==> src/sv/torq_pkg.sv <==
// ----------------------------------------------------------------------------
// torq_pkg
// Shared types and constants of the timestamp ordered request queue.
// ----------------------------------------------------------------------------
package torq_pkg;

  localparam int QUEUE_DEPTH = 16;
  localparam int IDX_W       = $clog2(QUEUE_DEPTH);
  localparam int CNT_W       = $clog2(QUEUE_DEPTH + 1);

  localparam int ID_W    = 4;
  localparam int TIME_W  = 15;
  localparam int POS_W   = 4;
  localparam int COUNT_W = 5;
  localparam int ENTRY_W = TIME_W + ID_W;

  localparam logic MODE_INSERT = 1'b0;
  localparam logic MODE_REMOVE = 1'b1;

  typedef enum logic [1:0] {
    ST_DONE = 2'd0,
    ST_MISS = 2'd1,
    ST_FULL = 2'd2
  } status_e;

  typedef enum logic [2:0] {
    S_IDLE,
    S_INS_RD,
    S_INS_EV,
    S_REM_RD,
    S_REM_EV,
    S_HEAD_RD,
    S_HEAD_EV
  } state_e;

endpackage

==> src/sv/torq_ram.sv <==
// ----------------------------------------------------------------------------
// torq_ram
// Generic single write port, single read port RAM with registered read.
// ----------------------------------------------------------------------------
module torq_ram #(
  parameter int WIDTH = 8,
  parameter int DEPTH = 16
) (
  input  logic                     clk_i,
  input  logic                     we_i,
  input  logic [$clog2(DEPTH)-1:0] waddr_i,
  input  logic [WIDTH-1:0]         wdata_i,
  input  logic [$clog2(DEPTH)-1:0] raddr_i,
  output logic [WIDTH-1:0]         rdata_o
);

  logic [WIDTH-1:0] mem [DEPTH];
  logic [WIDTH-1:0] rdata_q;

  always_ff @(posedge clk_i) begin
    if (we_i) begin
      mem[waddr_i] <= wdata_i;
    end
    rdata_q <= mem[raddr_i];
  end

  assign rdata_o = rdata_q;

endmodule

==> src/sv/timestamp_ordered_request_queue.sv <==
// ----------------------------------------------------------------------------
// timestamp_ordered_request_queue
// Sorted (time, id) request queue held in one RAM, walked by a sequencer.
// ----------------------------------------------------------------------------
// Sequence: an insert walks from the tail, moving each entry not below the new key
// back by one slot, then reads the head; a remove scans every entry; a full insert
// goes straight to the head read. The result lands in an output register. Each
// visited entry costs a RAM read state and an evaluate state.
// Throughput: one item at a time; the next item is taken once the result is
// registered. Reset empties the queue and clears own_id; RAM contents are not
// cleared (entries at or above the count are never used).

module timestamp_ordered_request_queue (
  input  logic                        clk_i,
  input  logic                        rst_ni,
  input  logic                        cfg_we_i,
  input  logic [torq_pkg::ID_W-1:0]   cfg_wdata_i,
  input  logic                        in_valid_i,
  output logic                        in_stall_o,
  input  logic                        mode_i,
  input  logic [torq_pkg::ID_W-1:0]   requester_id_i,
  input  logic [torq_pkg::TIME_W-1:0] request_time_i,
  output logic                        out_valid_o,
  input  logic                        out_stall_i,
  output logic [1:0]                  status_o,
  output logic [torq_pkg::POS_W-1:0]  position_o,
  output logic [torq_pkg::COUNT_W-1:0] count_o,
  output logic                        head_is_own_o,
  output logic [torq_pkg::ID_W-1:0]   head_id_o,
  output logic [torq_pkg::TIME_W-1:0] head_time_o
);

  import torq_pkg::*;

  state_e              state_q, state_d;
  logic [CNT_W-1:0]    k_q, k_d;
  logic [CNT_W-1:0]    cnt_q, cnt_d;
  logic [CNT_W-1:0]    k_m1;
  logic                found_q, found_d;
  logic [IDX_W-1:0]    pos_q, pos_d;
  status_e             stat_q, stat_d;
  logic [ID_W-1:0]     new_id_q, new_id_d;
  logic [TIME_W-1:0]   new_time_q, new_time_d;
  logic [ID_W-1:0]     own_id_q;

  logic                out_valid_q;
  logic                out_load;
  status_e             o_stat_q;
  logic [POS_W-1:0]    o_pos_q;
  logic [COUNT_W-1:0]  o_cnt_q;
  logic                o_own_q;
  logic [ID_W-1:0]     o_hid_q;
  logic [TIME_W-1:0]   o_htime_q;

  logic                ram_we;
  logic [IDX_W-1:0]    ram_waddr;
  logic [ENTRY_W-1:0]  ram_wdata;
  logic [IDX_W-1:0]    ram_raddr;
  logic [ENTRY_W-1:0]  ram_rdata;
  logic [ENTRY_W-1:0]  new_key;
  logic [ID_W-1:0]     rd_id;

  torq_ram #(
    .WIDTH (ENTRY_W),
    .DEPTH (QUEUE_DEPTH)
  ) u_ram (
    .clk_i   (clk_i),
    .we_i    (ram_we),
    .waddr_i (ram_waddr),
    .wdata_i (ram_wdata),
    .raddr_i (ram_raddr),
    .rdata_o (ram_rdata)
  );

  assign new_key = {new_time_q, new_id_q};
  assign rd_id   = ram_rdata[ID_W-1:0];
  assign k_m1    = k_q - 1'b1;

  always_comb begin
    state_d    = state_q;
    k_d        = k_q;
    cnt_d      = cnt_q;
    found_d    = found_q;
    pos_d      = pos_q;
    stat_d     = stat_q;
    new_id_d   = new_id_q;
    new_time_d = new_time_q;
    ram_we     = 1'b0;
    ram_waddr  = k_q[IDX_W-1:0];
    ram_wdata  = new_key;
    ram_raddr  = k_q[IDX_W-1:0];
    out_load   = 1'b0;

    unique case (state_q)
      S_IDLE: begin
        if (in_valid_i) begin
          new_id_d   = requester_id_i;
          new_time_d = request_time_i;
          pos_d      = '0;
          stat_d     = ST_DONE;
          found_d    = 1'b0;
          if (mode_i == MODE_INSERT) begin
            if (cnt_q == CNT_W'(QUEUE_DEPTH)) begin
              stat_d  = ST_FULL;
              state_d = S_HEAD_RD;
            end else begin
              k_d     = cnt_q;
              state_d = S_INS_RD;
            end
          end else begin
            k_d     = '0;
            state_d = S_REM_RD;
          end
        end
      end
      S_INS_RD: begin
        ram_raddr = k_m1[IDX_W-1:0];
        if (k_q == '0) begin
          ram_we    = 1'b1;
          ram_waddr = '0;
          ram_wdata = new_key;
          pos_d     = '0;
          cnt_d     = cnt_q + 1'b1;
          state_d   = S_HEAD_RD;
        end else begin
          state_d = S_INS_EV;
        end
      end
      S_INS_EV: begin
        ram_we    = 1'b1;
        ram_waddr = k_q[IDX_W-1:0];
        if (ram_rdata >= new_key) begin
          ram_wdata = ram_rdata;
          k_d       = k_m1;
          state_d   = S_INS_RD;
        end else begin
          ram_wdata = new_key;
          pos_d     = k_q[IDX_W-1:0];
          cnt_d     = cnt_q + 1'b1;
          state_d   = S_HEAD_RD;
        end
      end
      S_REM_RD: begin
        ram_raddr = k_q[IDX_W-1:0];
        if (k_q == cnt_q) begin
          if (found_q) begin
            cnt_d = cnt_q - 1'b1;
          end else begin
            stat_d = ST_MISS;
          end
          state_d = S_HEAD_RD;
        end else begin
          state_d = S_REM_EV;
        end
      end
      S_REM_EV: begin
        if (found_q) begin
          ram_we    = 1'b1;
          ram_waddr = k_m1[IDX_W-1:0];
          ram_wdata = ram_rdata;
        end else if (rd_id == new_id_q) begin
          found_d = 1'b1;
          pos_d   = k_q[IDX_W-1:0];
        end
        k_d     = k_q + 1'b1;
        state_d = S_REM_RD;
      end
      S_HEAD_RD: begin
        ram_raddr = '0;
        state_d   = S_HEAD_EV;
      end
      S_HEAD_EV: begin
        // keep the head on the read port while the output is stalled
        ram_raddr = '0;
        if (!out_valid_q || !out_stall_i) begin
          out_load = 1'b1;
          state_d  = S_IDLE;
        end
      end
      default: state_d = S_IDLE;
    endcase
  end

  always_ff @(posedge clk_i or negedge rst_ni) begin
    if (!rst_ni) begin
      state_q     <= S_IDLE;
      cnt_q       <= '0;
      own_id_q    <= '0;
      out_valid_q <= 1'b0;
    end else begin
      state_q <= state_d;
      cnt_q   <= cnt_d;
      if (cfg_we_i) begin
        own_id_q <= cfg_wdata_i;
      end
      if (out_load) begin
        out_valid_q <= 1'b1;
      end else if (!out_stall_i) begin
        out_valid_q <= 1'b0;
      end
    end
  end

  always_ff @(posedge clk_i) begin
    k_q        <= k_d;
    found_q    <= found_d;
    pos_q      <= pos_d;
    stat_q     <= stat_d;
    new_id_q   <= new_id_d;
    new_time_q <= new_time_d;
    if (out_load) begin
      o_stat_q <= stat_q;
      o_pos_q  <= POS_W'(pos_q);
      o_cnt_q  <= COUNT_W'(cnt_q);
      if (cnt_q != '0) begin
        o_hid_q   <= rd_id;
        o_htime_q <= ram_rdata[ENTRY_W-1:ID_W];
        o_own_q   <= (rd_id == own_id_q);
      end else begin
        o_hid_q   <= '0;
        o_htime_q <= '0;
        o_own_q   <= 1'b0;
      end
    end
  end

  assign in_stall_o    = (state_q != S_IDLE);
  assign out_valid_o   = out_valid_q;
  assign status_o      = o_stat_q;
  assign position_o    = o_pos_q;
  assign count_o       = o_cnt_q;
  assign head_is_own_o = o_own_q;
  assign head_id_o     = o_hid_q;
  assign head_time_o   = o_htime_q;

endmodule

==> config.mk <==
export PLATFORM = sky130hd
export DESIGN_NAME = timestamp_ordered_request_queue
export DESIGN_NICKNAME = d
export VERILOG_FILES = /design/src/sv/torq_pkg.sv /design/src/sv/torq_ram.sv /design/src/sv/timestamp_ordered_request_queue.sv
export SDC_FILE = /design/constraint.sdc
export NUM_CORES = 1
export LEC_CHECK = 0
export ABC_CLOCK_PERIOD_IN_PS = 9600
export BUFFER_PORTS_ARGS = -buffer_cell sky130_fd_sc_hd__buf_2
export CELL_PAD_IN_SITES_DETAIL_PLACEMENT = 0
export CELL_PAD_IN_SITES_GLOBAL_PLACEMENT = 2
export CORE_UTILIZATION = 49
export CTS_BUF_LIST = sky130_fd_sc_hd__clkbuf_8
export DETAILED_ROUTE_END_ITERATION = 12
export GPL_TIMING_DRIVEN = 0
export PLACE_DENSITY = 0.95
export SYNTH_ARGS = -nofsm -noshare
export SYNTH_HDL_FRONTEND = slang
export SYNTH_SLANG_ARGS = --single-unit
==> constraint.sdc <==
create_clock -name clk_i -period 9.6 [get_ports clk_i]
set_clock_uncertainty 0.1 [all_clocks]
set_input_delay 0.48 -clock clk_i [delete_from_list [all_inputs] [get_ports clk_i]]
set_output_delay 0.48 -clock clk_i [all_outputs]
set_load 0.02 [all_outputs]
## Word-level counts from Yosys, hierarchy flattened

Memories as Yosys holds them, arrays and structs flattened. A register that Yosys moved wholly into a read port is not among the register bits.
Cells that the tools add are included.
W data, S select, Z words.

- Mux-type cells: 50
- Magnitude comparators: 1
- Equal/unequal tests: 22
- Reductions and logical operators: 20
- $add $sub $neg: 4

Operator list:

| cell | number |
|---|---|
| $mux W5 | 8 |
| $mux W19 | 2 |
| $pmux W19 S2 | 1 |
| $pmux W5 S3 | 2 |
| $mux W4 | 7 |
| $pmux W3 S7 | 1 |
| $ne A2 B2 Y1 const B | 10 |
| $ge A19 B19 Y1 | 1 |
| $mux W3 | 6 |
| $pmux W4 S2 | 2 |
| $pmux W4 S4 | 1 |
| $mux W1 | 12 |
| $add A5 B1 Y5 const B | 2 |
| $mux W2 | 5 |
| $sub A5 B1 Y5 const B | 2 |
| $eq A3 B3 Y1 const B | 3 |
| $reduce_bool A3 Y1 | 3 |
| $eq A4 B4 Y1 | 2 |
| $reduce_and A4 Y1 | 2 |
| $eq A3 B2 Y1 const B | 2 |
| $reduce_and A2 Y1 | 3 |
| $reduce_and A6 Y1 | 1 |
| $eq A5 B5 Y1 | 1 |
| $eq A5 B5 Y1 const B | 1 |
| 15 further kinds | 17 |

- Word-level logic and storage cells: 114
- Register bits: 75
- Memories: 1
- Output and inout bits: 33
- Bits in writable memories: 304
- Input bits: 29

Memories:

| memory | depth | width | read ports | clocked after Yosys merged registers in | write ports | line | RTL |
|---|---|---|---|---|---|---|---|
| u_ram.mem | 16 | 19 | 1 | 1 | 1 | torq_ram.sv:17 | `logic [WIDTH-1:0] mem [DEPTH];` |

## Longest topological paths before layout

Gate-level depths: netlist of the first run.

- Depth after elaboration: 5
- Gate-level depth with buffers: 11
- Gate-level depth less buffers: 10

## By module

Synthesis of the first run repeated with hierarchy kept, for this count alone.

- Cell total of the unflattened synthesis: 873
- Area, all modules: 16095.4 sq um

By module, submodules not included:

| module | area each (sq um) | instances | seq. area each (sq um) | cells each |
|---|---|---|---|---|
| torq_ram | 11846.4 | 1 | 9509.1 | 507 |
| timestamp_ordered_request_queue | 4249.1 | 1 | 2187.1 | 366 |

## Least setup slack after synthesis of the first run

No wires, ideal clock.

- Path kind: register to register
- Start: reg k_q[0]
- End: mem u_ram.mem[0][0] (netlist name), enable pin
- Arrival: 2.577 ns
- Cell stages (with the launch flop): 10
- Setup slack: 6.528 ns
- Path buffers: 1
- Cell sequence: edfxtp_1 > buf_2 > inv_1 > ha_1 > nor4b_4 > a31oi_1 > o21ai_0 > o21a_1 > nand2_1 > nor2_1

- Word-level cells in the longest chain between the ends: 5

RTL lines:

| item | line | RTL |
|---|---|---|
| from (decl) | timestamp_ordered_request_queue.sv:36 | `logic [CNT_W-1:0] k_q, k_d;` |
| from (signal assigned) | timestamp_ordered_request_queue.sv:205 | `k_q <= k_d;` |
| parallel branches: the longest is 5 deep, another holds $sub A5 B1 Y5 | -- |  |
| to (decl) | torq_ram.sv:17 |  |

Parallel ways; which one is timed is not known.

## Worst setup path in the final report of the first run

- Start: reg k_q[0]
- End: reg u_ram.rdata_q[1], in the netlist u_ram.rdata_o[1], read port of u_ram.mem

- Word-level cells in the longest chain between the ends: 2

RTL lines:

| item | line | RTL |
|---|---|---|
| $sub A5 B1 Y5 | timestamp_ordered_request_queue.sv:77 | `assign k_m1 = k_q - 1'b1;` |
| $pmux W4 S2 (*) | timestamp_ordered_request_queue.sv:94 | `unique case (state_q)` |
| to (decl) | torq_ram.sv:18 | `logic [WIDTH-1:0] rdata_q;` |

Every way passes the cells marked *; elsewhere a longest branch is shown, timed or not.
A chain may end at the register's enable or synchronous reset.

==> impl_results.md, run 1 <==
- Compound-gate portion of the synthesized area: 6.110%
- Max-Cap Viols: 0
- Simple-Gate Fraction of Synth Area: 12.59%
- DR WL met2: 18410 µm
- Placed Instances: 1777
- Crit-path max FO: 10
- Vias per inst: about 5.5
- CTS Sinks: 398
- Dominant combinational cell family by area after synthesis: simple AND/OR/NAND/NOR gates
- CTS tree: done
- CTS Buf Count: 67
- Antenna-violating nets left: 0
- Overflow after GRT: 0
- Req. time, crit path: ~9.9 ns
- Nature of the critical path endpoint: flip-flop
- Die Y: 186.8 µm
- Die X: 186.8 µm
- Met3 WL: 3240 µm
- Startpoint type of the worst setup path: flip-flop
- Synthesized area per cell: 13.36 µm²
- RSZ-0062 raised after global routing: no
- Multiplexer area fraction after synthesis: 5.213%
- Final Hold Fails: 0
- Tcrit/Tclk final: between 30% and 40%
- GP Congestion: 0.8801
- Critical path data arrival time: 4.05 ns
- Kind of critical path: reg2reg
- Largest net degree at the start of global routing: 32
- First-pass iteration count of the detailed router: 5
- Hold Worst Slack: approximately 0.050 ns
- Share of the synthesized area in the top cell type: 65.69%
- Synth unique cells: 59
- Htree depth: 3
- Max Fclk: 0.2673 GHz
- Worst-Skew Late Latency: 0.59 ns
- Fin area: 19390 µm²
- # rows: between 60 and 70
- Pin slew with the least headroom to its limit: around 0.91 ns
- GRT Overall Usage: 22.75%
- Non-filler cells, final: 1915
- Synth cell count leaders: edfxtp_1, nand2_1, nand3_1
- CTS root buffer: clkbuf_8
- Count leader, synth: edfxtp_1
- Number of synthesized flops with an enable pin: 366
- Worst relative slew slack: between 30% and 40%
- Initial drt markers: 940
- Via count: 10.61k
- Syn_nets: 1307
- Post-CTS Setup Bufs: 0
- Initial Util: 49.89%
- DR DRC count: 0
- Post-CTS Hold Buffers: 20
- Final WL: just under 40000 µm
- Count of pins over their slew limit: 0
- Uppermost layer routed: met4
- Routed len/inst: 20.42 µm
- CORE AREA: between 30000 and 40000 µm²
- Setup-failing EPs final: 0
- Post-DP Area: 17900 µm²
- Post-synth ARST share: 3.266%
- Worst hold-check path type: in2reg
- Global-route wire length before repair: 59870 µm
- Seq/Total Area, Yosys: 69.91%
- Minimum clock period: 3.741 ns
- Synth area leaders: edfxtp_1, nand2_1, mux2i_1, dfxtp_1, dfrtp_1
- Post-Synth XOR/XNOR Area: 1.152%
- Yosys warns: 0
- Post-Synthesis Cells: around 1.3k
- Synth Register Bits: 398
- Setup TNS: 0 ns
- I/O pins: a little over 60
- Total Nets Final: 1473
- Leading area contributor after synthesis: edfxtp_1
- Netlist Area Pre-Place: 16730 µm²
- Most used DFF post-synth: edfxtp_1
- Post-Synth Adder-Cell Area: under 10%
- DRT met1 WL: 16590 µm
- Hpwl dp: around 27000 µm
- Die Area: 34880 µm²
- Status: complete, no violations
- Number of antenna violations at the first check in global routing: 0
- CTS clk-pin slew, worst paths: 0.06 ns
- # resized after CTS: 0
- # port buffers: 61
- Ant. Diodes: 0
- Share of cells above drive strength 1: 16.91%
- Worst-case clock buffer depth: 3
- Vias in the first global route: 10.53k
- P&R area growth vs syn: 15.91%
-- per-stage QoR --
stage / utilization, % / setup WS [ns]
after CTS: 57.83 / 5.945
after global placement: 52.47 / 5.345
after detailed placement: 53.38 / 5.920
final: 57.83 / 5.859
after global routing: 57.83 / 5.651
after floorplan: - / 6.528
-- final cells by class --
type / count / area (µm²)
Fill cell: 2644 / 14140
Multi-Input combinational cell: 755 / 4578
Clock buffer: 74 / 1018
Clock inverter: 44 / 272.8
Buffer: 67 / 386.6
Tap cell: 448 / 560.5
Sequential cell: 398 / 11700
Inverter: 32 / 120.1
Timing Repair Buffer: 97 / 758.2
-- flip-flops by register name, summed over array words and instances, names as in the netlist, 5 cells and up --
name	count
u_ram.mem	304
u_ram.rdata_o	19
head_time_o	15
new_time_q	15
cnt_q	5
count_o	5
k_q	5
-- layout by cell type (no fill, tap or decap), drive strengths merged, types with 4 or more instances in the layout --
cell         Yosys  final
a21oi           25     25
a22o             4      4
a32oi           20     20
buf             49    126
clkbuf          18     92
clkinv           0     15
dfrtp           13     13
dfxtp           19     19
dlygate4sd3      0     20
edfxtp         366    366
ha              25     25
inv             32     57
mux2            25     25
mux2i           59     59
nand2          294    294
nand3           65     65
nand3b          19     19
nand4            6      6
nor2            37     37
nor2b           19     19
nor3            12     12
nor3b            4      4
nor4b            4      4
o21ai           61     61
o221ai          20     20
xnor2           13     13
xor2             9      9
-- critical path, cell delays in order (launching register included) --
cell and delay, ns:
edfxtp_1 0.57, buf_2 0.33, inv_1 0.14, ha_1 0.40
nor3b_1 0.21, a21oi_1 0.07, o21ai_2 0.42, buf_4 0.27
buf_2 0.34, nand3_1 0.14, a32oi_1 0.35, o221ai_1 0.23
-- final timing paths --
kind,startpoint,end,slack (ns),cells past startpoint
hold reg to reg,pos_q[2],position_o[2],0.32,0
setup reg to reg,k_q[0],u_ram.rdata_o[1],5.86,11
setup / recovery,k_q[0],u_ram.rdata_o[1],5.86,11
min in group asynchronous,rst_ni,own_id_q[3],0.24,2
max in group asynchronous,rst_ni,out_valid_o,8.90,2
hold / removal,cfg_wdata_i[1],own_id_q[1],0.05,2
-- cells by family (layout without fill, tap and decap cells) --
group | count (synthesis) | count (layout)
muxes | 84 | 84
xor gates and xnor gates | 22 | 22
and+or+nand+nor | 469 | 469
adders and majority gates | 26 | 26
buffers and inverters | 99 | 314
AOI/OAI and AO/OA | 154 | 154
DFF | 398 | 398
-- per-layer routing --
| layer | GRT usage, % | up-vias |
|---|---|---|
| met4 | 7.755 | 0 |
| met5 | 0 | - |
| met3 | 4.758 | 78 |
| met1 | 30.81 | 5135 |
| li1 | - | 4931 |
| met2 | 36.68 | 466 |
Power of run 1 is left out: the tool's default activity adds up to more than one toggle a clock period on the data nets, which glitch-free logic cannot reach.
==> run 2: changes to the inputs <==
--- a/config.mk
+++ b/config.mk
@@ -5,15 +5,15 @@
 export SDC_FILE = /design/constraint.sdc
 export NUM_CORES = 1
 export LEC_CHECK = 0
-export ABC_CLOCK_PERIOD_IN_PS = 9600
+export ABC_CLOCK_PERIOD_IN_PS = 3100
 export BUFFER_PORTS_ARGS = -buffer_cell sky130_fd_sc_hd__buf_2
 export CELL_PAD_IN_SITES_DETAIL_PLACEMENT = 0
 export CELL_PAD_IN_SITES_GLOBAL_PLACEMENT = 2
-export CORE_UTILIZATION = 49
+export CORE_UTILIZATION = 41
 export CTS_BUF_LIST = sky130_fd_sc_hd__clkbuf_8
 export DETAILED_ROUTE_END_ITERATION = 12
 export GPL_TIMING_DRIVEN = 0
-export PLACE_DENSITY = 0.95
+export PLACE_DENSITY = 0.87
 export SYNTH_ARGS = -nofsm -noshare
 export SYNTH_HDL_FRONTEND = slang
 export SYNTH_SLANG_ARGS = --single-unit
==> constraint.sdc (replaced) <==
create_clock -name clk_i -period 3.1 [get_ports clk_i]
set_clock_uncertainty 0.1 [all_clocks]
set_input_delay 0.155 -clock clk_i [delete_from_list [all_inputs] [get_ports clk_i]]
set_output_delay 0.155 -clock clk_i [all_outputs]
set_load 0.02 [all_outputs]
==> run 2 against run 1 <==
Compared with the run above:
- clock-buffer cell count decreased by 4
- fmax increased by 23%
- sequential share of layout area decreased by 2.0 points
- flip-flop and latch count unchanged
- wire length increased by 2.8%
- design area increased by 3.3%
- via count decreased by 0.14%
- utilization decreased by 7.7 points
- critical path type unchanged
- highest routed layer unchanged
==> impl_results.md, run 2 (same netlist as run 1, synthesis figures left out) <==
- Status: complete, no violations
- Critical path data arrival time: 3.38 ns (-0.67 ns)
- GRT Overall Usage: 19.39% (-3.4 points)
- Routed len/inst: 19.82 µm (-2.9%)
- Max Fclk: 0.3281 GHz (+23%)
- Layout Utilization: 50.09% (-7.7 points)
- Top reg by flops: u_ram.mem
- CTS Buf Count: 66 (-1.5%)
- Final WL: 40200 µm (+2.8%)
- Largest stage delay, worst path: 0.39 ns (-0.18 ns)
- Largest register FFs: 304 (unchanged)
- CTS clk-pin slew, worst paths: 0.06 ns (about the same)
- Setup-failing EPs final: 0 (unchanged)
- Minimum clock period: 3.048 ns (-0.6935 ns)
- HP Start: request_time_i[3]
- Final Worst Setup Slack: 0.05236 ns (-5.806 ns)
- Share of cells above drive strength 1: 21.42% (+4.5 points)
- Vias in the first global route: 10.31k (-2.1%)
- Fill count: 3404 (+29%)
- Crit-path max FO: 10 (unchanged)
- Area occupied by multi-input gates: 4811 µm² (+5.1%)
- Antenna-violating nets left: 0 (unchanged)
- # rows: 73 (+9.0%)
- Post-DP Area: 18000 µm² (+0.57%)
- Fin area: 20040 µm² (+3.3%)
- Startpoint type of the worst setup path: flip-flop
- Via count: 10.60k (-0.14%)
- Ant. Diodes: 0 (unchanged)
- Most frequent CP cell: clkbuf_4
- I/O pins: 62 (unchanged)
- Critical path, cell by cell: clkbuf_4, inv_1, ha_1, nor3b_1, a21oi_1, o21ai_4, buf_4, clkbuf_4, mux2i_1, a32oi_1, o221ai_1
- Worst hold-check path type: in2reg
- Worst R2R Start: k_q[0]
- Pin slew with the least headroom to its limit: 0.9618 ns (+0.05123 ns)
- Worst-Skew Late Latency: 0.60 ns (about the same)
- CTS Sinks: 398 (unchanged)
- Dpl ws: -0.5606 ns (-6.480 ns)
- CORE AREA: 40010 µm² (+19%)
- CTS root buffer: clkbuf_8
- GP Congestion: 0.8284 (-5.9%)
- # port buffers: 61 (unchanged)
- Max-Cap Viols: 0 (unchanged)
- Final Hold Fails: 0 (unchanged)
- Die X: 204 µm (+9.2%)
- Largest net degree at the start of global routing: 32 (unchanged)
- CTS tree: done
- P&R area growth vs syn: 19.79%
- Number of antenna violations at the first check in global routing: 0 (unchanged)
- Most frequent cells in the layout: edfxtp_1, nand2_1, buf_2
- Most common cell after layout, fill and taps aside: edfxtp_1
- Initial drt markers: 961 (+2.2%)
- Total Nets Final: 1509 (+2.4%)
- Die Area: 41620 µm² (+19%)
- Tcrit/Tclk final: 98.31% (+59 points)
- Overflow after GRT: 0 (unchanged)
- Vias per inst: 5.224 (-5.7%)
- Die Y: 204 µm (+9.2%)
- Worst relative slew slack: 35.74% (-3.4 points)
- Htree depth: 3 (unchanged)
- Worst-case clock buffer depth: 3 (unchanged)
- Nature of the critical path endpoint: flip-flop
- Hpwl dp: 27670 µm (+2.1%)
- Critical path origin: k_q[0]
- Storage element area: 11700 µm² (unchanged)
- Initial Util: 41.82% (-8.1 points)
- First-pass iteration count of the detailed router: 5 (unchanged)
- Count of pins over their slew limit: 0 (unchanged)
- Global-route wire length before repair: 60190 µm (+0.53%)
- DR DRC count: 0 (unchanged)
- Slowest CP cell: edfxtp_1
- Kind of critical path: reg2reg
- Req. time, crit path: 3.44 ns (-6.47 ns)
[run 2: cell count changes in the layout (fill, tap and decap cells not counted), sizes merged]
cell	previous run	this run
clkbuf	92	90
clkinv	15	19
buf	126	149
bufinv	3	2
dlygate4sd3	20	32
[run 2: repair_timing]
item	in CTS	in global routing
hold buffers	32	0
endpoints found under the setup margin	539	405
resized for setup	45	36
pin swaps	1	7
endpoints found under the hold margin	53	0
setup buffers	3	23
[run 2: area by class of cell]
type / count / share of cell area (%)
sequential: 398 / 58.36
multi-input combinational: 755 / 24.01
timing repair buffer: 135 / 5.507
clock buffer: 70 / 4.807
tap: 525 / 3.278
buffer: 66 / 2.116
clock inverter: 47 / 1.324
inverter: 32 / 0.5994
[run 2: per-layer routing]
layer | global-route usage (%) | part of all wire (%) | vias up
met5 | 0 | 0 | -
met4 | 6.583 | 2.0 | 0
met3 | 3.731 | 6.7 | 70
met2 | 31.32 | 48 | 344
met1 | 26.21 | 44 | 5173
li1 | - | - | 5008
[run 2: worst paths after layout]
kind                                     to  slack, ns  depth (start not counted)
hold / removal                new_time_q[3]       0.17                          2
min in group asynchronous          cnt_q[4]       0.58                          3
setup / recovery           u_ram.rdata_o[1]       0.05                         11
setup reg to reg           u_ram.rdata_o[1]       0.05                         11
hold reg to reg               position_o[2]       0.32                          0
max in group asynchronous       own_id_q[1]       1.88                          3
[run 2: worst max-delay path, delay by kind of cell (launching register included)]
kind	cells	cell delay, ns
AOI/OAI and AO/OA	4	0.88
adders and majority gates	1	0.39
DFF	1	0.39
buffers and inverters	4	0.78
and+or+nand+nor	1	0.21
muxes	1	0.13
[run 2: through the flow]
step	setup TNS (ns)	hold slack (ns)	std cells
CTS	-1.108	0.1160	2006
global placement	-379.31	-0.02487	1838
finish	0	0.1669	2028
detailed placement	-112.41	-0.01609	1854
global route	-0.01123	0.1415	2028
floorplan	0	-0.2406	1252
Power of run 2 is left out for the same reason.
